[config.mk]
export PLATFORM = sky130hd
export DESIGN_NAME = relay_traffic_rate_monitor_flat
export DESIGN_NICKNAME = d
export VERILOG_FILES = /design/src/hw/rtl/rtrm_pkg.sv /design/src/hw/rtl/rtrm_if.sv /design/src/hw/rtl/relay_traffic_rate_monitor.sv /design/src/hw/rtl/rtrm_ctrl.sv /design/src/hw/rtl/rtrm_dp.sv /design/src/flat_wrapper.sv
export VERILOG_INCLUDE_DIRS = /design/src /design/src/hw/rtl
export SDC_FILE = /design/constraint.sdc
export NUM_CORES = 2
export LEC_CHECK = 0
export ABC_AREA = 1
export BUFFER_PORTS_ARGS = -buffer_cell sky130_fd_sc_hd__buf_2
export CAP_MARGIN = 10
export CORE_MARGIN = 3
export CORE_UTILIZATION = 67
export DETAILED_ROUTE_END_ITERATION = 7
export PLACE_DENSITY = 0.87
export SLEW_MARGIN = 40
export SYNTH_ARGS = -nofsm -noshare
export SYNTH_HDL_FRONTEND = slang
export SYNTH_SLANG_ARGS = --single-unit
[constraint.sdc]
create_clock -name clk -period 44.2 [get_ports clk]
set_input_delay 2.21 -clock clk [delete_from_list [all_inputs] [get_ports clk]]
set_output_delay 2.21 -clock clk [all_outputs]
set_load 0.05 [all_outputs]
[src/hw/rtl/assert_macros.svh]
// Assertion macros shared by the relay traffic rate monitor RTL.
// Depends on nothing; included by modules that carry checks.
`ifndef ASSERT_MACROS_SVH
`define ASSERT_MACROS_SVH
`ifndef SYNTHESIS
// Property must hold at every rising clock edge outside reset.
`define ASSERT_ALWAYS(lbl, clk, rst_n, prop) \
	lbl: assert property (@(posedge clk) disable iff (!rst_n) (prop)) \
		else $error("rtrm assertion failed");
// Condition must never be true outside reset.
`define ASSERT_NEVER(lbl, clk, rst_n, cond) \
	lbl: assert property (@(posedge clk) disable iff (!rst_n) !(cond)) \
		else $error("rtrm forbidden condition seen");
`else
`define ASSERT_ALWAYS(lbl, clk, rst_n, prop)
`define ASSERT_NEVER(lbl, clk, rst_n, cond)
`endif
`endif

[src/hw/rtl/rtrm_pkg.sv]
// Package for the relay traffic rate monitor: command codes, controller
// states, divider sizing and the controller/datapath command structs.
package rtrm_pkg;

	// Event codes; codes 5..7 carry no meaning and change nothing
	typedef enum logic [2:0] {
		CMD_FORWARD = 3'd0,
		CMD_FAILURE = 3'd1,
		CMD_SET_UDP = 3'd2,
		CMD_SET_TCP = 3'd3,
		CMD_SAMPLE  = 3'd4
	} cmd_t;

	typedef enum logic [2:0] {
		ST_IDLE,
		ST_APPLY,
		ST_MUL,
		ST_DIV,
		ST_FIN,
		ST_EMIT
	} state_t;

	localparam int unsigned CNT_W    = 32;
	localparam int unsigned RATE_W   = 16;
	localparam int unsigned SCALE_W  = 14;
	localparam int unsigned DVD_W    = CNT_W + SCALE_W;
	localparam int unsigned STEP_W   = $clog2(DVD_W);

	localparam logic [SCALE_W-1:0] RATE_SCALE = SCALE_W'(10000);
	localparam logic [RATE_W-1:0]  RATE_MAX   = 16'hFFFF;
	localparam logic [STEP_W-1:0]  LAST_STEP  = STEP_W'(DVD_W - 1);

	// Controller to datapath
	typedef struct packed {
		logic capture;
		logic apply;
		logic mul_load;
		logic div_step;
		logic finish;
		logic load_out;
	} dp_cmd_t;

	// Datapath to controller
	typedef struct packed {
		logic sample_go;
	} dp_status_t;

endpackage

[src/hw/rtl/rtrm_if.sv]
// Valid/ready channel interfaces for the relay traffic rate monitor:
// one for event items, one for statistics snapshot items. No dependencies.
interface rtrm_in_if;
	logic               valid;
	logic               ready;
	logic [2:0]         command;
	logic               toward_car;
	logic signed [31:0] error_code;
	logic [31:0]        time_ms;
	logic [7:0]         slots_used;

	modport source (output valid, command, toward_car, error_code, time_ms, slots_used,
		input ready);
	modport sink (input valid, command, toward_car, error_code, time_ms, slots_used,
		output ready);
endinterface

interface rtrm_out_if;
	logic               valid;
	logic               ready;
	logic [31:0]        packets_to_car;
	logic [31:0]        packets_to_phone;
	logic [15:0]        rate_to_car;
	logic [15:0]        rate_to_phone;
	logic signed [31:0] last_error;
	logic [31:0]        error_run;
	logic [31:0]        last_failure_ms;
	logic [7:0]         udp_in_use;
	logic [7:0]         tcp_in_use;

	modport source (output valid, packets_to_car, packets_to_phone, rate_to_car,
		rate_to_phone, last_error, error_run, last_failure_ms, udp_in_use, tcp_in_use,
		input ready);
	modport sink (input valid, packets_to_car, packets_to_phone, rate_to_car,
		rate_to_phone, last_error, error_run, last_failure_ms, udp_in_use, tcp_in_use,
		output ready);
endinterface

[src/hw/rtl/relay_traffic_rate_monitor.sv]
// Relay traffic rate monitor.
// Event items enter on evt (valid/ready); each one returns exactly one
// statistics snapshot item on stats, taken after the event is applied.
// Events: count a forwarded packet, record a failure (run count per error
// code), set UDP/TCP slot usage, or sample both direction rates as
// delta*10000/elapsed time in ms, saturated to 65535.
// Sequence: an item is captured, applied in the next cycle, and its snapshot
// is then registered, which raises stats.valid. A sample with nonzero
// elapsed time adds a multiply step, the bit-serial restoring divider over
// the 46-bit dividend (one quotient bit per cycle, both directions in
// parallel) and a commit step before the snapshot is registered.
// One item is in flight at a time. While a snapshot waits on stats.ready,
// the next event is accepted only in the cycle the snapshot is taken.
// Reset (arst_n low) clears all counters, marks, rates, error and slot
// state to zero and drops any pending snapshot.
// Depends on rtrm_pkg, rtrm_if.sv, rtrm_ctrl and rtrm_dp.
module relay_traffic_rate_monitor
	import rtrm_pkg::*;
(
	input logic      clk,
	input logic      arst_n,
	rtrm_in_if.sink  evt,
	rtrm_out_if.source stats
);

	dp_cmd_t    cmd;
	dp_status_t status;

	rtrm_ctrl u_ctrl (
		.clk       (clk),
		.arst_n    (arst_n),
		.in_valid  (evt.valid),
		.in_ready  (evt.ready),
		.out_valid (stats.valid),
		.out_ready (stats.ready),
		.status    (status),
		.cmd       (cmd)
	);

	rtrm_dp u_dp (
		.clk              (clk),
		.arst_n           (arst_n),
		.cmd              (cmd),
		.status           (status),
		.command          (evt.command),
		.toward_car       (evt.toward_car),
		.error_code       (evt.error_code),
		.time_ms          (evt.time_ms),
		.slots_used       (evt.slots_used),
		.packets_to_car   (stats.packets_to_car),
		.packets_to_phone (stats.packets_to_phone),
		.rate_to_car      (stats.rate_to_car),
		.rate_to_phone    (stats.rate_to_phone),
		.last_error       (stats.last_error),
		.error_run        (stats.error_run),
		.last_failure_ms  (stats.last_failure_ms),
		.udp_in_use       (stats.udp_in_use),
		.tcp_in_use       (stats.tcp_in_use)
	);

endmodule

[src/hw/rtl/rtrm_ctrl.sv]
// Controller for the relay traffic rate monitor: sequences capture, update,
// the serial rate division and result hand-off. Uses rtrm_pkg, assert_macros.svh.
`include "assert_macros.svh"

module rtrm_ctrl
	import rtrm_pkg::*;
(
	input  logic       clk,
	input  logic       arst_n,
	input  logic       in_valid,
	output logic       in_ready,
	output logic       out_valid,
	input  logic       out_ready,
	input  dp_status_t status,
	output dp_cmd_t    cmd
);

	state_t            state_q, state_d;
	logic [STEP_W-1:0] step_q;
	logic              out_valid_q;
	logic              in_fire;

	// Take a new item only when idle and the result slot is free or draining
	assign in_ready  = (state_q == ST_IDLE) && (!out_valid_q || out_ready);
	assign in_fire   = in_valid && in_ready;
	assign out_valid = out_valid_q;

	// Next state
	always_comb begin
		state_d = state_q;
		unique case (state_q)
			ST_IDLE:  if (in_fire) state_d = ST_APPLY;
			ST_APPLY: state_d = status.sample_go ? ST_MUL : ST_EMIT;
			ST_MUL:   state_d = ST_DIV;
			ST_DIV:   if (step_q == LAST_STEP) state_d = ST_FIN;
			ST_FIN:   state_d = ST_EMIT;
			ST_EMIT:  state_d = ST_IDLE;
			default:  state_d = ST_IDLE;
		endcase
	end

	// Datapath commands
	always_comb begin
		cmd          = '0;
		cmd.capture  = in_fire;
		cmd.apply    = (state_q == ST_APPLY);
		cmd.mul_load = (state_q == ST_MUL);
		cmd.div_step = (state_q == ST_DIV);
		cmd.finish   = (state_q == ST_FIN);
		cmd.load_out = (state_q == ST_EMIT);
	end

	// State, division step count, result valid
	always_ff @(posedge clk or negedge arst_n) begin
		if (!arst_n) begin
			state_q     <= ST_IDLE;
			step_q      <= '0;
			out_valid_q <= 1'b0;
		end else begin
			state_q <= state_d;
			if (state_q == ST_DIV)
				step_q <= step_q + 1'b1;
			else
				step_q <= '0;
			if (state_q == ST_EMIT)
				out_valid_q <= 1'b1;
			else if (out_ready)
				out_valid_q <= 1'b0;
		end
	end

	// A new result never lands on one still waiting
	`ASSERT_NEVER(a_emit_free, clk, arst_n, (state_q == ST_EMIT) && out_valid_q)
	`ASSERT_ALWAYS(a_emit_valid, clk, arst_n, (state_q == ST_EMIT) |=> out_valid_q)
	`ASSERT_ALWAYS(a_div_start, clk, arst_n,
		(state_q == ST_MUL) |=> ((state_q == ST_DIV) && (step_q == '0)))
	`ASSERT_ALWAYS(a_div_len, clk, arst_n,
		((state_q == ST_DIV) && (step_q != LAST_STEP)) |=> (state_q == ST_DIV))

endmodule

[src/hw/rtl/rtrm_dp.sv]
// Datapath for the relay traffic rate monitor: statistics registers, the
// scale multiply, two restoring divider lanes and the result register. Uses rtrm_pkg.
module rtrm_dp
	import rtrm_pkg::*;
(
	input  logic               clk,
	input  logic               arst_n,
	input  dp_cmd_t            cmd,
	output dp_status_t         status,
	input  logic [2:0]         command,
	input  logic               toward_car,
	input  logic signed [31:0] error_code,
	input  logic [31:0]        time_ms,
	input  logic [7:0]         slots_used,
	output logic [31:0]        packets_to_car,
	output logic [31:0]        packets_to_phone,
	output logic [15:0]        rate_to_car,
	output logic [15:0]        rate_to_phone,
	output logic signed [31:0] last_error,
	output logic [31:0]        error_run,
	output logic [31:0]        last_failure_ms,
	output logic [7:0]         udp_in_use,
	output logic [7:0]         tcp_in_use
);

	// Captured item
	logic [2:0]       cmd_q;
	logic             car_q;
	logic [31:0]      err_q;
	logic [31:0]      time_q;
	logic [7:0]       slots_q;

	// Statistics state
	logic [CNT_W-1:0]  car_total_q, phone_total_q, car_mark_q, phone_mark_q;
	logic [31:0]       mark_time_q, error_last_q, error_count_q, failure_time_q;
	logic [RATE_W-1:0] car_rate_q, phone_rate_q;
	logic [7:0]        udp_q, tcp_q;

	// Divider lanes: dividend shifts out MSB first, quotient shifts in
	logic [DVD_W-1:0] car_dvd_q, phone_dvd_q;
	logic [CNT_W-1:0] car_rem_q, phone_rem_q, divisor_q;

	logic [31:0]      elapsed;
	logic [CNT_W-1:0] car_delta, phone_delta;
	logic [CNT_W:0]   car_sh, phone_sh, car_diff, phone_diff;
	logic             car_ge, phone_ge;

	assign elapsed = time_q - mark_time_q;
	assign status.sample_go = (cmd_q == CMD_SAMPLE) && (elapsed != '0);

	// Packets since the last sample, wrapping at the counter width
	assign car_delta   = car_total_q - car_mark_q;
	assign phone_delta = phone_total_q - phone_mark_q;

	// One restoring step per lane, shared divisor
	assign car_sh     = {car_rem_q, car_dvd_q[DVD_W-1]};
	assign phone_sh   = {phone_rem_q, phone_dvd_q[DVD_W-1]};
	assign car_diff   = car_sh - {1'b0, divisor_q};
	assign phone_diff = phone_sh - {1'b0, divisor_q};
	assign car_ge     = car_sh >= {1'b0, divisor_q};
	assign phone_ge   = phone_sh >= {1'b0, divisor_q};

	function automatic logic [RATE_W-1:0] sat_rate(input logic [DVD_W-1:0] q);
		logic [RATE_W-1:0] r;
		r = (|q[DVD_W-1:RATE_W]) ? RATE_MAX : q[RATE_W-1:0];
		return r;
	endfunction

	// Item capture
	always_ff @(posedge clk) begin
		if (cmd.capture) begin
			cmd_q   <= command;
			car_q   <= toward_car;
			err_q   <= error_code;
			time_q  <= time_ms;
			slots_q <= slots_used;
		end
	end

	// Statistics updates
	always_ff @(posedge clk or negedge arst_n) begin
		if (!arst_n) begin
			car_total_q    <= '0;
			phone_total_q  <= '0;
			car_mark_q     <= '0;
			phone_mark_q   <= '0;
			mark_time_q    <= '0;
			car_rate_q     <= '0;
			phone_rate_q   <= '0;
			error_last_q   <= '0;
			error_count_q  <= '0;
			failure_time_q <= '0;
			udp_q          <= '0;
			tcp_q          <= '0;
		end else begin
			if (cmd.apply) begin
				unique case (cmd_q)
					CMD_FORWARD: begin
						if (car_q)
							car_total_q <= car_total_q + 1'b1;
						else
							phone_total_q <= phone_total_q + 1'b1;
					end
					CMD_FAILURE: begin
						if (err_q == error_last_q) begin
							error_count_q <= error_count_q + 1'b1;
						end else begin
							error_last_q  <= err_q;
							error_count_q <= 32'd1;
						end
						failure_time_q <= time_q;
					end
					CMD_SET_UDP: udp_q <= slots_q;
					CMD_SET_TCP: tcp_q <= slots_q;
					default: ;
				endcase
			end
			if (cmd.finish) begin
				car_rate_q   <= sat_rate(car_dvd_q);
				phone_rate_q <= sat_rate(phone_dvd_q);
				car_mark_q   <= car_total_q;
				phone_mark_q <= phone_total_q;
				mark_time_q  <= time_q;
			end
		end
	end

	// Scale multiply, then serial division
	always_ff @(posedge clk) begin
		if (cmd.mul_load) begin
			car_dvd_q   <= DVD_W'(car_delta) * DVD_W'(RATE_SCALE);
			phone_dvd_q <= DVD_W'(phone_delta) * DVD_W'(RATE_SCALE);
			car_rem_q   <= '0;
			phone_rem_q <= '0;
			divisor_q   <= elapsed;
		end else if (cmd.div_step) begin
			car_rem_q   <= car_ge ? car_diff[CNT_W-1:0] : car_sh[CNT_W-1:0];
			phone_rem_q <= phone_ge ? phone_diff[CNT_W-1:0] : phone_sh[CNT_W-1:0];
			car_dvd_q   <= {car_dvd_q[DVD_W-2:0], car_ge};
			phone_dvd_q <= {phone_dvd_q[DVD_W-2:0], phone_ge};
		end
	end

	// Result snapshot register
	always_ff @(posedge clk) begin
		if (cmd.load_out) begin
			packets_to_car   <= car_total_q;
			packets_to_phone <= phone_total_q;
			rate_to_car      <= car_rate_q;
			rate_to_phone    <= phone_rate_q;
			last_error       <= error_last_q;
			error_run        <= error_count_q;
			last_failure_ms  <= failure_time_q;
			udp_in_use       <= udp_q;
			tcp_in_use       <= tcp_q;
		end
	end

endmodule

[src/flat_wrapper.sv]
// flat-port wrapper written by rule: the top's interface ports become plain ports
module relay_traffic_rate_monitor_flat import rtrm_pkg::*;
  (clk, arst_n, evt_valid, evt_command, evt_toward_car, evt_error_code, evt_time_ms, evt_slots_used, evt_ready, stats_valid, stats_packets_to_car, stats_packets_to_phone, stats_rate_to_car, stats_rate_to_phone, stats_last_error, stats_error_run, stats_last_failure_ms, stats_udp_in_use, stats_tcp_in_use, stats_ready);
  rtrm_in_if evt_i ();
  rtrm_out_if stats_i ();
  input logic clk;
  input logic arst_n;
  input wire logic [$bits(evt_i.valid)-1:0] evt_valid;
  input wire logic [$bits(evt_i.command)-1:0] evt_command;
  input wire logic [$bits(evt_i.toward_car)-1:0] evt_toward_car;
  input wire logic [$bits(evt_i.error_code)-1:0] evt_error_code;
  input wire logic [$bits(evt_i.time_ms)-1:0] evt_time_ms;
  input wire logic [$bits(evt_i.slots_used)-1:0] evt_slots_used;
  output wire logic [$bits(evt_i.ready)-1:0] evt_ready;
  output wire logic [$bits(stats_i.valid)-1:0] stats_valid;
  output wire logic [$bits(stats_i.packets_to_car)-1:0] stats_packets_to_car;
  output wire logic [$bits(stats_i.packets_to_phone)-1:0] stats_packets_to_phone;
  output wire logic [$bits(stats_i.rate_to_car)-1:0] stats_rate_to_car;
  output wire logic [$bits(stats_i.rate_to_phone)-1:0] stats_rate_to_phone;
  output wire logic [$bits(stats_i.last_error)-1:0] stats_last_error;
  output wire logic [$bits(stats_i.error_run)-1:0] stats_error_run;
  output wire logic [$bits(stats_i.last_failure_ms)-1:0] stats_last_failure_ms;
  output wire logic [$bits(stats_i.udp_in_use)-1:0] stats_udp_in_use;
  output wire logic [$bits(stats_i.tcp_in_use)-1:0] stats_tcp_in_use;
  input wire logic [$bits(stats_i.ready)-1:0] stats_ready;
  assign evt_i.valid = evt_valid;
  assign evt_i.command = evt_command;
  assign evt_i.toward_car = evt_toward_car;
  assign evt_i.error_code = evt_error_code;
  assign evt_i.time_ms = evt_time_ms;
  assign evt_i.slots_used = evt_slots_used;
  assign evt_ready = evt_i.ready;
  assign stats_valid = stats_i.valid;
  assign stats_packets_to_car = stats_i.packets_to_car;
  assign stats_packets_to_phone = stats_i.packets_to_phone;
  assign stats_rate_to_car = stats_i.rate_to_car;
  assign stats_rate_to_phone = stats_i.rate_to_phone;
  assign stats_last_error = stats_i.last_error;
  assign stats_error_run = stats_i.error_run;
  assign stats_last_failure_ms = stats_i.last_failure_ms;
  assign stats_udp_in_use = stats_i.udp_in_use;
  assign stats_tcp_in_use = stats_i.tcp_in_use;
  assign stats_i.ready = stats_ready;
  relay_traffic_rate_monitor u_core (.clk(clk), .arst_n(arst_n), .evt(evt_i), .stats(stats_i));
endmodule
======== Yosys cells after proc, flatten, opt, wreduce, memory -nomap -nowiden ========
Index checks and enable logic that the tools add are counted.
operators by class
  add/sub/neg operators ................... 9
  multipliers ............................. 2
  order comparisons ....................... 2
  equal/unequal tests ..................... 13
  mux-type cells .......................... 16
  bitwise operators ....................... 2
  reductions and logical operators ........ 19
operators with widths
  operator                  count
  $mux W46                  4
  $sub A32 B32 Y32          5
  $add A32 B1 Y32 const B   3
  $mux W32                  3
  $mul A32 B10 Y42 const B  2
  $ge A33 B32 Y1            2
  $reduce_or A30 Y1         2
  $eq A32 B32 Y1            1
  $mux W16                  2
  $reduce_bool A32 Y1       1
  $pmux W3 S5               1
  $eq A3 B2 Y1 const B      4
  $eq A3 B3 Y1 const B      3
  $mux W3                   3
  $reduce_and A3 Y1         3
  $reduce_and A2 Y1         4
  $add A6 B1 Y6 const B     1
  $eq A3 B1 Y1 const B      2
  $eq A6 B6 Y1 const B      1
  $logic_not A3 Y1          2
  $mux W6                   1
  $ne A2 B2 Y1 const B      2
  $reduce_bool A2 Y1        2
  $logic_and A1 B1 Y1       3
  other kinds (4)           6
word-level totals
  flip-flop bits (word level) ............. 786
  input port bits ......................... 80
  output and inout port bits .............. 210
  word-level logic and storage cells ...... 99

======== Longest topological paths before layout ========
  depth after elaboration ................. 6
  gate-level depth with buffers ........... 40
  gate-level depth less buffers ........... 40

======== By module ========
From an unflattened synthesis, not the netlist that was laid out.
second synthesis, totals
  cells, all modules ...................... 6107
  area total of the unflattened synthesis .. 51405.6 um^2
modules (own cells, without submodules)
  module     times used  cells an instance  area an instance (um^2)
  rtrm_dp    1           6036               50830.0
  rtrm_ctrl  1           71                 575.6

======== Least setup slack after synthesis ========
Ideal clock, no wire load.
  kind .................................... flip-flop to flip-flop
  start ................................... reg u_core.u_ctrl.state_q[2]
  end ..................................... reg u_core.u_ctrl.out_valid_q (netlist: u_core.u_ctrl.out_valid)
  library setup time ...................... 0.156 ns
  arrival ................................. 15.809 ns
  data required time ...................... 44.044 ns
  setup slack ............................. 28.234 ns
  cell stages (with the launch flop) ...... 4
  buffers on the path ..................... 0
  period minus slack after synthesis ...... 15.966 ns
  path through ............................ dfrtp_1 inv_1 nor3_1 or2_2
RTL lines
  item                    line             source
  start, declared         rtrm_ctrl.sv:18  state_t state_q, state_d;
  start signal, assigned  rtrm_ctrl.sv:60  state_q <= state_d;
  end signal, assigned    rtrm_ctrl.sv:58  out_valid_q <= 1'b0;
  end signal, assigned    rtrm_ctrl.sv:66  out_valid_q <= 1'b1;
  end signal, assigned    rtrm_ctrl.sv:68  out_valid_q <= 1'b0;
  end, declared           rtrm_ctrl.sv:20  logic out_valid_q;

======== Worst setup path in the final report ========
  start ................................... reg u_core.u_dp.car_total_q[0]
  end ..................................... reg u_core.u_dp.car_dvd_q[45] (data pin)
on the way
  cells in the longest elaborated chain, start to end .. 3
ends and longest elaborated chain
  item                    line            source
  start, declared         rtrm_dp.sv:34   logic [CNT_W-1:0] car_total_q, phone_total_q, car_mark_q, phone_mark_q;
  start signal, assigned  rtrm_dp.sv:100  car_total_q <= car_total_q + 1'b1;
  $sub A32 B32 Y32        rtrm_dp.sv:52   assign car_delta = car_total_q - car_mark_q;
  $mul A32 B10 Y42        rtrm_dp.sv:131  car_dvd_q <= DVD_W'(car_delta) * DVD_W'(RATE_SCALE);
  $mux W46                rtrm_dp.sv:130  if (cmd.mul_load) begin
  end signal, assigned    rtrm_dp.sv:131
  end signal, assigned    rtrm_dp.sv:139  car_dvd_q <= {car_dvd_q[DVD_W-2:0], car_ge};
  end, declared           rtrm_dp.sv:40   logic [DVD_W-1:0] car_dvd_q, phone_dvd_q;
Every way passes these cells.
A chain may end at the register's enable or synchronous reset.

==> results.yml <==
run_status:
  outcome: "completed"
sta:
  rsz_0062_raised_after_global_routing: "no"
  timing.clock.skew_ns: 0.0478
  setup_slack_ns: 36.65
  slew_viol_final: 0
  final_min_period_over_clock_period_pct: 17.1
  final.setup.tns_ns: 0
  setup_violations: 0
  tightestPinTransition_ns: 0.818
  achievable-frequency_ghz: 0.132
  hold_viol: 0
  timing.max_slew.rel_slack_pct: 45.3
  final_period_minus_worst_setup_slack_ns: 7.56
place:
  place.gp.congestion: 0.987
  post_placement_setup_slack_ns: 36.77
  hpwl_um: 96600
  io_buffers: 289
  placed_cells: 6998
yosys:
  ys.flop_type: "edfxtp_1"
  synth.yosys.seq_area_share_pct: 42.5
  yosysWarnings: 0
  synthesis.nets: 6477
  synthesized_area_divided_by_synthesized_cell_count_sq_um: 8.61
  ys_top_cells_by_area: "edfxtp_1, dfrtp_1, ha_1"
  yosys.area.top_type_share_pct: 23.9
  synthDominantAreaCellType: "edfxtp_1"
  synthesis.area_sq_um: 50200
  count_of_state_elements_after_synthesis: 786
  synth-edff-count: 400
  postSynthCellCount: 5828
  synth_cell_type_count: 70
  asyncSetResetFlopFracSynth_pct: 39.9
worst_setup_path:
  critPathArrivalTime_ns: 7.96
  setup.worst_path.end_class: "flip-flop"
  critical-path-max-stage-delay_ns: 0.57
  timing.critical_path.fanout_max: 6
  critical_path.startpoint_type: "flip-flop"
  criticalPathCategory: "flip-flop to flip-flop"
  cell_class_contributing_the_biggest_share_of_worst_path_delay: "adder cells"
  cp.buffers_inverters: 4
  worst_path_most_repeated_cell: "nand2_1"
  critical_path_required_ns: 44.60
  timing.critical_path.slowest_stage_cell: "a21boi_0"
die:
  initial_utilization_pct: 68.2
  die_height_um: 280
  pin_count: 290
  fp.coreArea_sq_um: 73600
  rows: 99
  die_w_um: 280
  die-area_sq_um: 78200
route:
  via_per_inst: 5.75
  drt_first_iter_violations: 4050
  routed_wl_um: 130000
  wl_per_cell_um: 18.2
  antenna_violating_nets_post_route: 0
  drt_first_pass_iters: 8
  detailroute.via_count: 41100
  drc: 0
cts:
  cts_buffers: 80
  htree_levels: 3
  root_buffer: "clkbuf_16"
  clock_path_buffers: 3
  cts.repair.resized: 0
  clock-sinks: 786
  hold_buffers: 0
  cts_setup_buffers: 0
  insertion_delay_ns: 0.68
  tritoncts: "done"
  clk_transition_reported_paths_ns: 0.06
global_route:
  groute.usage.overall_pct: 33.1
  remaining_global_route_overflow: 0
  globalRouteMet1Util_pct: 43.9
  grt_max_degree: 125
  initial_antenna_violation_count: 6
  grt_pass1_vias: 40500
  gr-usage-met2_pct: 55.1
  grt_first_pass_wirelength_um: 208000
  grt_busiest_layer: "met2"
  groute.layer.met3.usage_pct: 5.46
final_layout:
  utilization_pct: 75.5
  post_route_cells_drive_above_1_share_pct: 8.11
  layout.filler_cells: 5076
  final_cells: 7153
  synthToLayoutAreaGrowth_pct: 10.6
  mostFrequentLayoutCells: "nand2_1, inv_1, ha_1"
  layout.cells.most_common: "nand2_1"
  final_nets: 6770
min_path:
  min_path_type: "flip-flop to flip-flop"
job:
  cap_viol_max_count: 0
-- cells by family (layout without fill, tap and decap cells) --
family / count (synthesis) / after routing / synth area share, %
xor gates and xnor gates: 249 / 249 / 4.36
muxes: 1 / 1 / 0.0224
AOI/OAI and AO/OA: 878 / 878 / 10.0
buffers and inverters: 1201 / 1561 / 9.02
other: 0 / 6 / 0
DFF: 786 / 786 / 42.5
and+or+nand+nor: 2144 / 2144 / 17.7
adders and majority gates: 569 / 569 / 16.5
-- cell type report --
type / instances / area, sq um / area share (%)
clock buffer: 113 / 2290 / 4.12
antenna: 6 / 15.0 / 0.0270
timing repair buffer: 314 / 1720 / 3.10
inverter: 1098 / 4120 / 7.43
multi-input combinational: 3841 / 24400 / 43.9
tap: 959 / 1200 / 2.16
sequential: 786 / 21300 / 38.4
clock inverter: 36 / 465 / 0.838
-- Yosys cell counts (64+ instances only) --
| cell | instances |
|---|---|
| nand2_1 | 1379 |
| inv_1 | 1092 |
| ha_1 | 416 |
| edfxtp_1 | 400 |
| nor2_1 | 399 |
| dfrtp_1 | 314 |
| o21ai_0 | 311 |
| a21oi_1 | 294 |
| nand3_1 | 168 |
| xor2_1 | 158 |
| fa_1 | 153 |
| xnor2_1 | 90 |
| clkbuf_1 | 77 |
| dfxtp_1 | 72 |
| nor3_1 | 64 |
-- sequential cells by signal (all words and copies together) (netlist names), 16 cells and up --
signal and count:
u_core.u_dp.car_rate_q 16, u_core.u_dp.error_last_q 32, u_core.u_dp.error_run 32, u_core.u_dp.phone_mark_q 32, u_core.u_dp.car_rem_q 32, u_core.u_dp.mark_time_q 32, u_core.u_dp.divisor_q 32, u_core.u_dp.packets_to_car 32
u_core.u_dp.error_count_q 32, u_core.u_dp.last_failure_ms 32, u_core.u_dp.phone_rem_q 32, u_core.u_dp.car_dvd_q 46, u_core.u_dp.rate_to_car 16, u_core.u_dp.phone_total_q 32, u_core.u_dp.packets_to_phone 32, u_core.u_dp.err_q 32
u_core.u_dp.last_error 32, u_core.u_dp.phone_dvd_q 46, u_core.u_dp.car_mark_q 32, u_core.u_dp.failure_time_q 32, u_core.u_dp.time_q 32, u_core.u_dp.rate_to_phone 16, u_core.u_dp.phone_rate_q 16, u_core.u_dp.car_total_q 32
-- worst paths after layout --
kind,startpoint,to,slack [ns],cells after the start
max,u_core.u_dp.car_total_q[0],u_core.u_dp.car_dvd_q[45],36.65,32
min,u_core.u_dp.failure_time_q[30],u_core.u_dp.last_failure_ms[30],0.44,0
max reg2reg,u_core.u_dp.car_total_q[0],u_core.u_dp.car_dvd_q[45],36.65,32
min reg2reg,u_core.u_dp.failure_time_q[30],u_core.u_dp.last_failure_ms[30],0.44,0
max in group asynchronous,arst_n,u_core.u_dp.error_last_q[25],40.76,3
min in group asynchronous,arst_n,u_core.u_dp.mark_time_q[30],1.52,1
-- metrics by stage --
step	hold slack, ns	cell area (sq um)
5_1_grt	0.450	55500
4_1_cts	0.439	55500
3_3_place_gp	0.429	52600
6_report	0.439	55500
2_1_floorplan	0.425	50200
3_5_place_dp	0.431	52700
-- metal layers --
layer / vias to the layer above / wire length (um)
met5: - / 0
met4: 0 / 5180
met3: 338 / 10200
met2: 1733 / 61800
met1: 19600 / 53000
li1: 19400 / -
Power is left out: the tool's default activity adds up to more than one toggle a clock period on the data nets, which glitch-free logic cannot reach.
